[src/bde_pkg.sv]
// Shared types, constants and helpers for the bounded deque engine.
// Depends on nothing; used by every module in src/.
`timescale 1ns / 1ps

package bde_pkg;

   localparam int unsigned DEPTH  = 16;
   localparam int unsigned ADDR_W = $clog2(DEPTH);
   localparam int unsigned CNT_W  = $clog2(DEPTH + 1);
   localparam int unsigned KEY_W  = 32;

   // operation codes
   localparam logic [1:0] MODE_PUSH_FRONT = 2'd0;
   localparam logic [1:0] MODE_PUSH_BACK  = 2'd1;
   localparam logic [1:0] MODE_POP_FRONT  = 2'd2;
   localparam logic [1:0] MODE_SWAP       = 2'd3;

   // status codes
   localparam logic [1:0] STATUS_OK    = 2'd0;
   localparam logic [1:0] STATUS_FULL  = 2'd1;
   localparam logic [1:0] STATUS_EMPTY = 2'd2;

   typedef struct packed {
      logic [1:0]              mode;
      logic signed [KEY_W-1:0] key_in;
   } req_type;

   typedef struct packed {
      logic [1:0]              status;
      logic signed [KEY_W-1:0] key_out;
      logic [4:0]              count;
   } rsp_type;

   // decoded operation handed from the pointer unit to the sequencer
   typedef struct packed {
      logic [1:0]        status;
      logic              wr_en;
      logic [ADDR_W-1:0] wr_addr;
      logic [ADDR_W-1:0] front_addr;
      logic [ADDR_W-1:0] back_addr;
      logic              is_pop;
      logic              is_swap;
      logic [CNT_W-1:0]  count;
   } plan_type;

   // (pos + delta) mod DEPTH, both operands below DEPTH
   function automatic logic [ADDR_W-1:0] wrap_add(input logic [ADDR_W-1:0] pos,
                                                  input logic [ADDR_W-1:0] delta);
      logic [ADDR_W:0] sum;
      sum = {1'b0, pos} + {1'b0, delta};
      if (sum >= (ADDR_W + 1)'(DEPTH)) begin
         sum = sum - (ADDR_W + 1)'(DEPTH);
      end
      return sum[ADDR_W-1:0];
   endfunction

endpackage

[src/bde_key_ram.sv]
// Key storage: one write port, two read ports, registered read data.
// Depends on bde_pkg.
`timescale 1ns / 1ps

module bde_key_ram (
   input  logic                                clock,
   input  logic                                rd_en,
   input  logic [bde_pkg::ADDR_W-1:0]          rd_addr_a,
   input  logic [bde_pkg::ADDR_W-1:0]          rd_addr_b,
   output logic signed [bde_pkg::KEY_W-1:0]    rd_data_a,
   output logic signed [bde_pkg::KEY_W-1:0]    rd_data_b,
   input  logic                                wr_en,
   input  logic [bde_pkg::ADDR_W-1:0]          wr_addr,
   input  logic signed [bde_pkg::KEY_W-1:0]    wr_data
);

   logic signed [bde_pkg::KEY_W-1:0] mem_ff [bde_pkg::DEPTH];
   logic signed [bde_pkg::KEY_W-1:0] rd_a_ff;
   logic signed [bde_pkg::KEY_W-1:0] rd_b_ff;

   always_ff @(posedge clock) begin
      if (wr_en) begin
         mem_ff[wr_addr] <= wr_data;
      end
   end

   // data holds until the next read
   always_ff @(posedge clock) begin
      if (rd_en) begin
         rd_a_ff <= mem_ff[rd_addr_a];
         rd_b_ff <= mem_ff[rd_addr_b];
      end
   end

   assign rd_data_a = rd_a_ff;
   assign rd_data_b = rd_b_ff;

endmodule

[src/bde_ctrl.sv]
// Front pointer and element count; decodes each transfer into a plan.
// Depends on bde_pkg.
`timescale 1ns / 1ps

module bde_ctrl (
   input  logic                 clock,
   input  logic                 reset,
   input  logic                 accept,
   input  bde_pkg::req_type     req,
   output bde_pkg::plan_type    plan
);

   logic [bde_pkg::ADDR_W-1:0] front_ff, front_in;
   logic [bde_pkg::CNT_W-1:0]  count_ff, count_in;
   logic                       full, empty;
   logic [bde_pkg::ADDR_W-1:0] front_dec, front_inc, back_addr, tail_addr;
   logic [bde_pkg::CNT_W-1:0]  count_m1;

   assign full      = (count_ff >= bde_pkg::CNT_W'(bde_pkg::DEPTH));
   assign empty     = (count_ff == '0);
   assign count_m1  = count_ff - bde_pkg::CNT_W'(1);
   assign front_dec = bde_pkg::wrap_add(front_ff, bde_pkg::ADDR_W'(bde_pkg::DEPTH - 1));
   assign front_inc = bde_pkg::wrap_add(front_ff, bde_pkg::ADDR_W'(1));
   assign back_addr = bde_pkg::wrap_add(front_ff, count_m1[bde_pkg::ADDR_W-1:0]);
   assign tail_addr = bde_pkg::wrap_add(front_ff, count_ff[bde_pkg::ADDR_W-1:0]);

   always_comb begin
      front_in        = front_ff;
      count_in        = count_ff;
      plan            = '0;
      plan.status     = bde_pkg::STATUS_OK;
      plan.front_addr = front_ff;
      plan.back_addr  = back_addr;
      case (req.mode)
         bde_pkg::MODE_PUSH_FRONT: begin
            if (full) begin
               plan.status = bde_pkg::STATUS_FULL;
            end else begin
               plan.wr_en   = 1'b1;
               plan.wr_addr = front_dec;
               front_in     = front_dec;
               count_in     = count_ff + bde_pkg::CNT_W'(1);
            end
         end
         bde_pkg::MODE_PUSH_BACK: begin
            if (full) begin
               plan.status = bde_pkg::STATUS_FULL;
            end else begin
               plan.wr_en   = 1'b1;
               plan.wr_addr = tail_addr;
               count_in     = count_ff + bde_pkg::CNT_W'(1);
            end
         end
         bde_pkg::MODE_POP_FRONT: begin
            if (empty) begin
               plan.status = bde_pkg::STATUS_EMPTY;
            end else begin
               plan.is_pop = 1'b1;
               front_in    = front_inc;
               count_in    = count_m1;
            end
         end
         default: begin
            if (empty) begin
               plan.status = bde_pkg::STATUS_EMPTY;
            end else begin
               plan.is_swap = 1'b1;
            end
         end
      endcase
      plan.count = count_in;
   end

   always_ff @(posedge clock) begin
      if (reset) begin
         front_ff <= '0;
         count_ff <= '0;
      end else if (accept) begin
         front_ff <= front_in;
         count_ff <= count_in;
      end
   end

endmodule

[src/bounded_deque_engine_core.sv]
// Top level of the bounded deque engine: sequencer, result register.
// Depends on bde_pkg, bde_ctrl and bde_key_ram.
`timescale 1ns / 1ps

//  channel  direction  payload             handshake
//  req_     in         bde_pkg::req_type   req_valid / req_ready
//  rsp_     out        bde_pkg::rsp_type   rsp_valid / rsp_ready
//
//  One operation at a time. Push, or any refused operation: ST_IDLE, ST_DONE.
//  Pop: ST_IDLE, ST_READ (key store read), ST_DONE. Swap: read, then one write
//  per entry through the key store's single write port (ST_READ, ST_SWAP).
//  Reset clears the front pointer, count, sequencer and result valid at once;
//  the key store is not cleared, only written entries are ever used.
//  A stalled result is held in rsp_payload; the next request is still taken.

module bounded_deque_engine_core (
   input  logic              clock,
   input  logic              reset,
   input  logic              req_valid,
   output logic              req_ready,
   input  bde_pkg::req_type  req_payload,
   output logic              rsp_valid,
   input  logic              rsp_ready,
   output bde_pkg::rsp_type  rsp_payload
);

   typedef enum logic [3:0] {
      ST_IDLE = 4'b0001,
      ST_READ = 4'b0010,
      ST_SWAP = 4'b0100,
      ST_DONE = 4'b1000
   } state_type;

   state_type state_ff, state_in;

   bde_pkg::plan_type plan, plan_ff, plan_in;
   bde_pkg::rsp_type  rsp_ff, rsp_in;
   logic              rsp_valid_ff, rsp_valid_in;
   logic              req_xfer;
   logic              slot_free;

   // key store ports
   logic                              ram_rd_en;
   logic signed [bde_pkg::KEY_W-1:0]  ram_rd_front, ram_rd_back;
   logic                              ram_wr_en;
   logic [bde_pkg::ADDR_W-1:0]        ram_wr_addr;
   logic signed [bde_pkg::KEY_W-1:0]  ram_wr_data;

   assign req_ready = (state_ff == ST_IDLE);
   assign req_xfer  = req_valid && req_ready;
   assign slot_free = !rsp_valid_ff || rsp_ready;

   bde_ctrl u_ctrl (
      .clock  (clock),
      .reset  (reset),
      .accept (req_xfer),
      .req    (req_payload),
      .plan   (plan)
   );

   // read both ends on every accepted transfer; data holds afterwards
   assign ram_rd_en = req_xfer;

   bde_key_ram u_ram (
      .clock     (clock),
      .rd_en     (ram_rd_en),
      .rd_addr_a (plan.front_addr),
      .rd_addr_b (plan.back_addr),
      .rd_data_a (ram_rd_front),
      .rd_data_b (ram_rd_back),
      .wr_en     (ram_wr_en),
      .wr_addr   (ram_wr_addr),
      .wr_data   (ram_wr_data)
   );

   // write port: pushes at accept, swap as two writes after the read
   always_comb begin
      ram_wr_en   = 1'b0;
      ram_wr_addr = plan.wr_addr;
      ram_wr_data = req_payload.key_in;
      case (state_ff)
         ST_IDLE: begin
            ram_wr_en = req_xfer && plan.wr_en;
         end
         ST_READ: begin
            ram_wr_en   = plan_ff.is_swap;
            ram_wr_addr = plan_ff.front_addr;
            ram_wr_data = ram_rd_back;
         end
         ST_SWAP: begin
            ram_wr_en   = 1'b1;
            ram_wr_addr = plan_ff.back_addr;
            ram_wr_data = ram_rd_front;
         end
         default: begin
            ram_wr_en = 1'b0;
         end
      endcase
   end

   always_comb begin
      state_in     = state_ff;
      plan_in      = plan_ff;
      rsp_in       = rsp_ff;
      rsp_valid_in = rsp_valid_ff && !rsp_ready;
      case (state_ff)
         ST_IDLE: begin
            if (req_xfer) begin
               plan_in  = plan;
               state_in = (plan.is_pop || plan.is_swap) ? ST_READ : ST_DONE;
            end
         end
         ST_READ: begin
            state_in = plan_ff.is_swap ? ST_SWAP : ST_DONE;
         end
         ST_SWAP: begin
            state_in = ST_DONE;
         end
         ST_DONE: begin
            if (slot_free) begin
               rsp_in.status  = plan_ff.status;
               rsp_in.key_out = plan_ff.is_pop ? ram_rd_front : '0;
               rsp_in.count   = 5'(plan_ff.count);
               rsp_valid_in   = 1'b1;
               state_in       = ST_IDLE;
            end
         end
         default: begin
            state_in = ST_IDLE;
         end
      endcase
   end

   always_ff @(posedge clock) begin
      if (reset) begin
         state_ff     <= ST_IDLE;
         rsp_valid_ff <= 1'b0;
      end else begin
         state_ff     <= state_in;
         rsp_valid_ff <= rsp_valid_in;
      end
   end

   always_ff @(posedge clock) begin
      plan_ff <= plan_in;
      rsp_ff  <= rsp_in;
   end

   assign rsp_valid   = rsp_valid_ff;
   assign rsp_payload = rsp_ff;

   // ---- checks ----
   a_state_onehot: assert property (@(posedge clock) disable iff (reset)
      $onehot(state_ff))
      else $error("sequencer state not one-hot");

   a_one_at_a_time: assert property (@(posedge clock) disable iff (reset)
      req_xfer |=> !req_ready)
      else $error("request taken while an operation is in flight");

   a_count_bound: assert property (@(posedge clock) disable iff (reset)
      rsp_valid_ff |-> (rsp_ff.count <= 5'(bde_pkg::DEPTH)))
      else $error("count beyond depth");

   a_full_means_full: assert property (@(posedge clock) disable iff (reset)
      (rsp_valid_ff && rsp_ff.status == bde_pkg::STATUS_FULL)
         |-> (rsp_ff.count == 5'(bde_pkg::DEPTH)))
      else $error("full status with room left");

   a_refused_no_key: assert property (@(posedge clock) disable iff (reset)
      (rsp_valid_ff && rsp_ff.status != bde_pkg::STATUS_OK) |-> (rsp_ff.key_out == '0))
      else $error("refused operation returned a key");

endmodule
[config.mk]
export PLATFORM = sky130hd
export DESIGN_NAME = bounded_deque_engine_core
export DESIGN_NICKNAME = d
export VERILOG_FILES = /design/src/bde_pkg.sv /design/src/bde_key_ram.sv /design/src/bde_ctrl.sv /design/src/bounded_deque_engine_core.sv
export SDC_FILE = /design/constraint.sdc
export NUM_CORES = 1
export LEC_CHECK = 0
export BUFFER_PORTS_ARGS = -buffer_cell sky130_fd_sc_hd__buf_2
export CORE_MARGIN = 10
export CORE_UTILIZATION = 39
export DETAILED_ROUTE_END_ITERATION = 10
export PLACE_DENSITY_LB_ADDON = 0.25
export SYNTH_ARGS = -nofsm -noshare
export SYNTH_HDL_FRONTEND = slang
export SYNTH_SLANG_ARGS = --single-unit
[constraint.sdc]
create_clock -name clock -period 8.2 [get_ports clock]
set_input_delay 0.82 -clock clock [delete_from_list [all_inputs] [get_ports clock]]
set_output_delay 0.82 -clock clock [all_outputs]
set_load 0.01 [all_outputs]
==> impl_metrics.ini <==
[outcome]
status = finished clean

[die]
die_w_um = 294
dieHeight_um = 294
io_pins = 79
initial_core_util = 0.394
rows = 100
die_area_mm2 = 0.0865
coreArea_mm2 = 0.0744

[pwr]
leakagePower_nw = 10.6
peakVddDrop_mv = 0.204
power_density_mw_per_mm2 = 310

[cells_and_area]
nFillCells = 6235
layout.nets = 1582
ff_latch_area_mm2 = 0.0193
diodes = 0
fin_util = 0.446
layout-drive-gt1-share = 0.349
area_delta_synth_final_pct = 13.3
multi_input_area_mm2 = 0.00968

[drt]
drt_wl_total_um = 75200
vias_per_cell = 6.04
vias = 15400
drcViolationCount = 0
final_antenna_net_count = 0
dr.pass1.iters = 5
drt_iter0_markers = 1621
wire_per_inst_um = 29.4

[synth]
yosysWarnings = 0
synth.distinct_cells = 60
seq_area_frac_synth = 0.657
yosysTopAreaCell = edfxtp_1
ys_seq_elements = 646
synthCells = 1442
synth_nets = 1492
yosys.area.top_type_share = 0.647
synth_area_per_cell_um2 = 20.3
ys.flop_type = edfxtp_1
ys_top_cells_by_area = edfxtp_1 65%, mux4_2 22%, mux2i_1 3.5%, nand2_1 0.99%, dfxtp_1 0.96%
synth_edf_count = 632
async_flop_share = 0
syn_area_mm2 = 0.0293

[worst_setup_path]
reg2regPathDepth = 7
crit_fanout = 59
path_cells = inv_1 > ha_1 > fa_4 > buf_4 > mux4_2 > mux2i_1 > mux2i_1
cpMaxStageDelayCell = fa_4
worstPathArrival_ns = 4.59
endpoint_kind = flop
path_class = flop to flop
crit_path_frequent_cell = mux2i_1
reg2reg_slack_ns = 3.94
critPathLaunchType = flop
timing.rr.end = u_ram.rd_data_b[13]
required_ns = 8.53
r2r-start = u_ctrl.count_ff[0]
cp_slowest_stage_delay_ns = 1.23

[placed_design]
dpl.hpwl_um = 39400
gp_congestion = 0.752
portBuffers = 78

[global_route]
grt_use_met3 = 0.0360
grtUsageTotal = 0.174
grt_use_met1 = 0.233
grt_max_degree = 109
overflow = 0
grt_first_pass_wirelength_um = 110000
use_met2 = 0.286
antenna_found_initial = 1
grt_busiest_layer = met2
grt_pass1_vias = 16000

[clocking]
cts_root_buf = clkbuf_16
htreeDepth = 3
cts_resized = 0
cts.sinks = 646
clk_latency_ns = 0.61
clk_path_buf_depth = 3
postCtsSetupBuffers = 0
cts_tree = yes
hold_buffers = 0
cts_made_buffers = 71
clk_pin_slew_worst_paths_ns = 0.06

[timing]
relSlewSlack = 0.285
fmax_mhz = 235
rsz0062_at_grt = no
min_period_ns = 4.26
hold_viol_final = 0
setup_violations = 0
tns_ns = 0
min_period_over_period = 0.520
tightest_slew_ns = 1.07
slew_viol_final = 0
fin_worst_skew_ns = 0.0172

[min_path]
whs_endpoint = rsp_payload[3]
hp-start = plan_ff[3]
min_path_type = flop to flop
hold_depth = 0

[run]
cap_violations = 0
layout by cell type, fill, tap and decap left out, types with 3 or more instances in the layout:
master / count
o21a_1: 3
clkbuf_16: 71
nor3_2: 3
clkinv_2: 14
inv_1: 15
clkinv_1: 9
o21ai_0: 8
and3b_1: 7
a22oi_1: 32
mux4_2: 288
nand4_1: 4
buf_2: 78
edfxtp_1: 632
o31ai_1: 4
a211o_1: 3
nor2_1: 10
nor4b_4: 11
nand2_1: 77
nand3b_1: 3
nor2b_1: 5
nor4_2: 8
a311oi_1: 3
ha_1: 9
nand3_1: 4
mux2i_1: 102
clkbuf_1: 14
xor2_1: 4
buf_4: 39
and2_1: 33
inv_6: 4
dfxtp_4: 3
a21oi_1: 13
dfxtp_1: 10
bufinv_16: 7
flip-flops by register name, summed over array words and instances (netlist names):
| register | count |
|---|---|
| u_ram.mem_ff | 512 |
| rsp_payload | 39 |
| u_ram.rd_data_a | 32 |
| u_ram.rd_data_b | 32 |
| plan_ff | 17 |
| u_ctrl.count_ff | 5 |
| state_ff | 4 |
| u_ctrl.front_ff | 4 |
| rsp_valid | 1 |
cell families after synthesis:
kind of cell,Yosys count,synth area share
muxes,390,0.256
AOI/OAI and AO/OA,84,0.0212
adders and majority gates,12,0.00563
xor gates and xnor gates,9,0.00320
buffers and inverters,117,0.0193
DFF,646,0.657
and+or+nand+nor,184,0.0377
cell usage after synthesis (all sizes together) (10+ instances only):
cell and instances:
o21ai 10, a21oi 13, ha 10, clkbuf 41, mux4 288, dfxtp 14
edfxtp 632, nor2 12, buf 60, nor4b 12, inv 16, a22oi 32
and2 33, nand2 77, mux2i 102
how the worst max path moves through the flow:
stage,start,end,slack [ns],cells after the start
floorplan,u_ctrl.front_ff[1],u_ram.mem_ff[15][0],2.46,10
finish,u_ctrl.count_ff[0],u_ram.rd_data_b[13],3.94,7
detailed placement,u_ctrl.front_ff[0],u_ram.rd_data_b[23],3.96,6
global route,u_ctrl.front_ff[0],u_ram.rd_data_b[20],3.71,6
global placement,u_ctrl.front_ff[0],u_ram.rd_data_b[16],3.96,7
CTS,u_ctrl.count_ff[0],u_ram.rd_data_b[18],3.96,7
per-layer routing:
| layer | vias to the layer above | wire [µm] | share of wire |
|---|---|---|---|
| li1 | 6326 | - | - |
| met1 | 8318 | 31100 | 0.41 |
| met3 | 89 | 5680 | 0.076 |
| met4 | 0 | 1270 | 0.017 |
| met2 | 703 | 37100 | 0.49 |
| met5 | - | 0 | 0 |
final cells by class:
class / instances / area share
Tap cell: 969 / 0.0365
Clock inverter: 40 / 0.0129
Multi-Input combinational cell: 679 / 0.291
Sequential cell: 646 / 0.580
Inverter: 16 / 0.00188
Timing Repair Buffer: 118 / 0.0212
Clock buffer: 87 / 0.0559
power by group:
| part | internal [mW] | leakage (nW) | switching [mW] |
|---|---|---|---|
| registers | 4.03 | 5.85 | 0.145 |
| logic | 1.39 | 3.62 | 1.58 |
| clock network | 1.84 | 1.12 | 1.30 |
per-stage QoR:
stage / std cells / area, µm² / setup slack [ns] / total power, mW / hold slack (ns)
after floorplan: 1442 / 29300 / 2.46 / 6.43 / 0.400
after global placement: 2428 / 30900 / 3.96 / 7.24 / 0.409
after detailed placement: 2428 / 30900 / 3.96 / 7.26 / 0.406
after CTS: 2555 / 33200 / 3.96 / 10.4 / 0.421
after global routing: 2555 / 33200 / 3.71 / 10.7 / 0.430
final: 2555 / 33200 / 3.94 / 10.3 / 0.421
worst max-delay path: cells and delay by family, from the launching register on:
family / cells / cell delay [ns]
flops: 1 / 0.49
buf+inv: 2 / 1.09
fa+ha+maj: 2 / 1.64
mux: 3 / 0.68
Note: power is estimated with default switching activity, not from simulation.
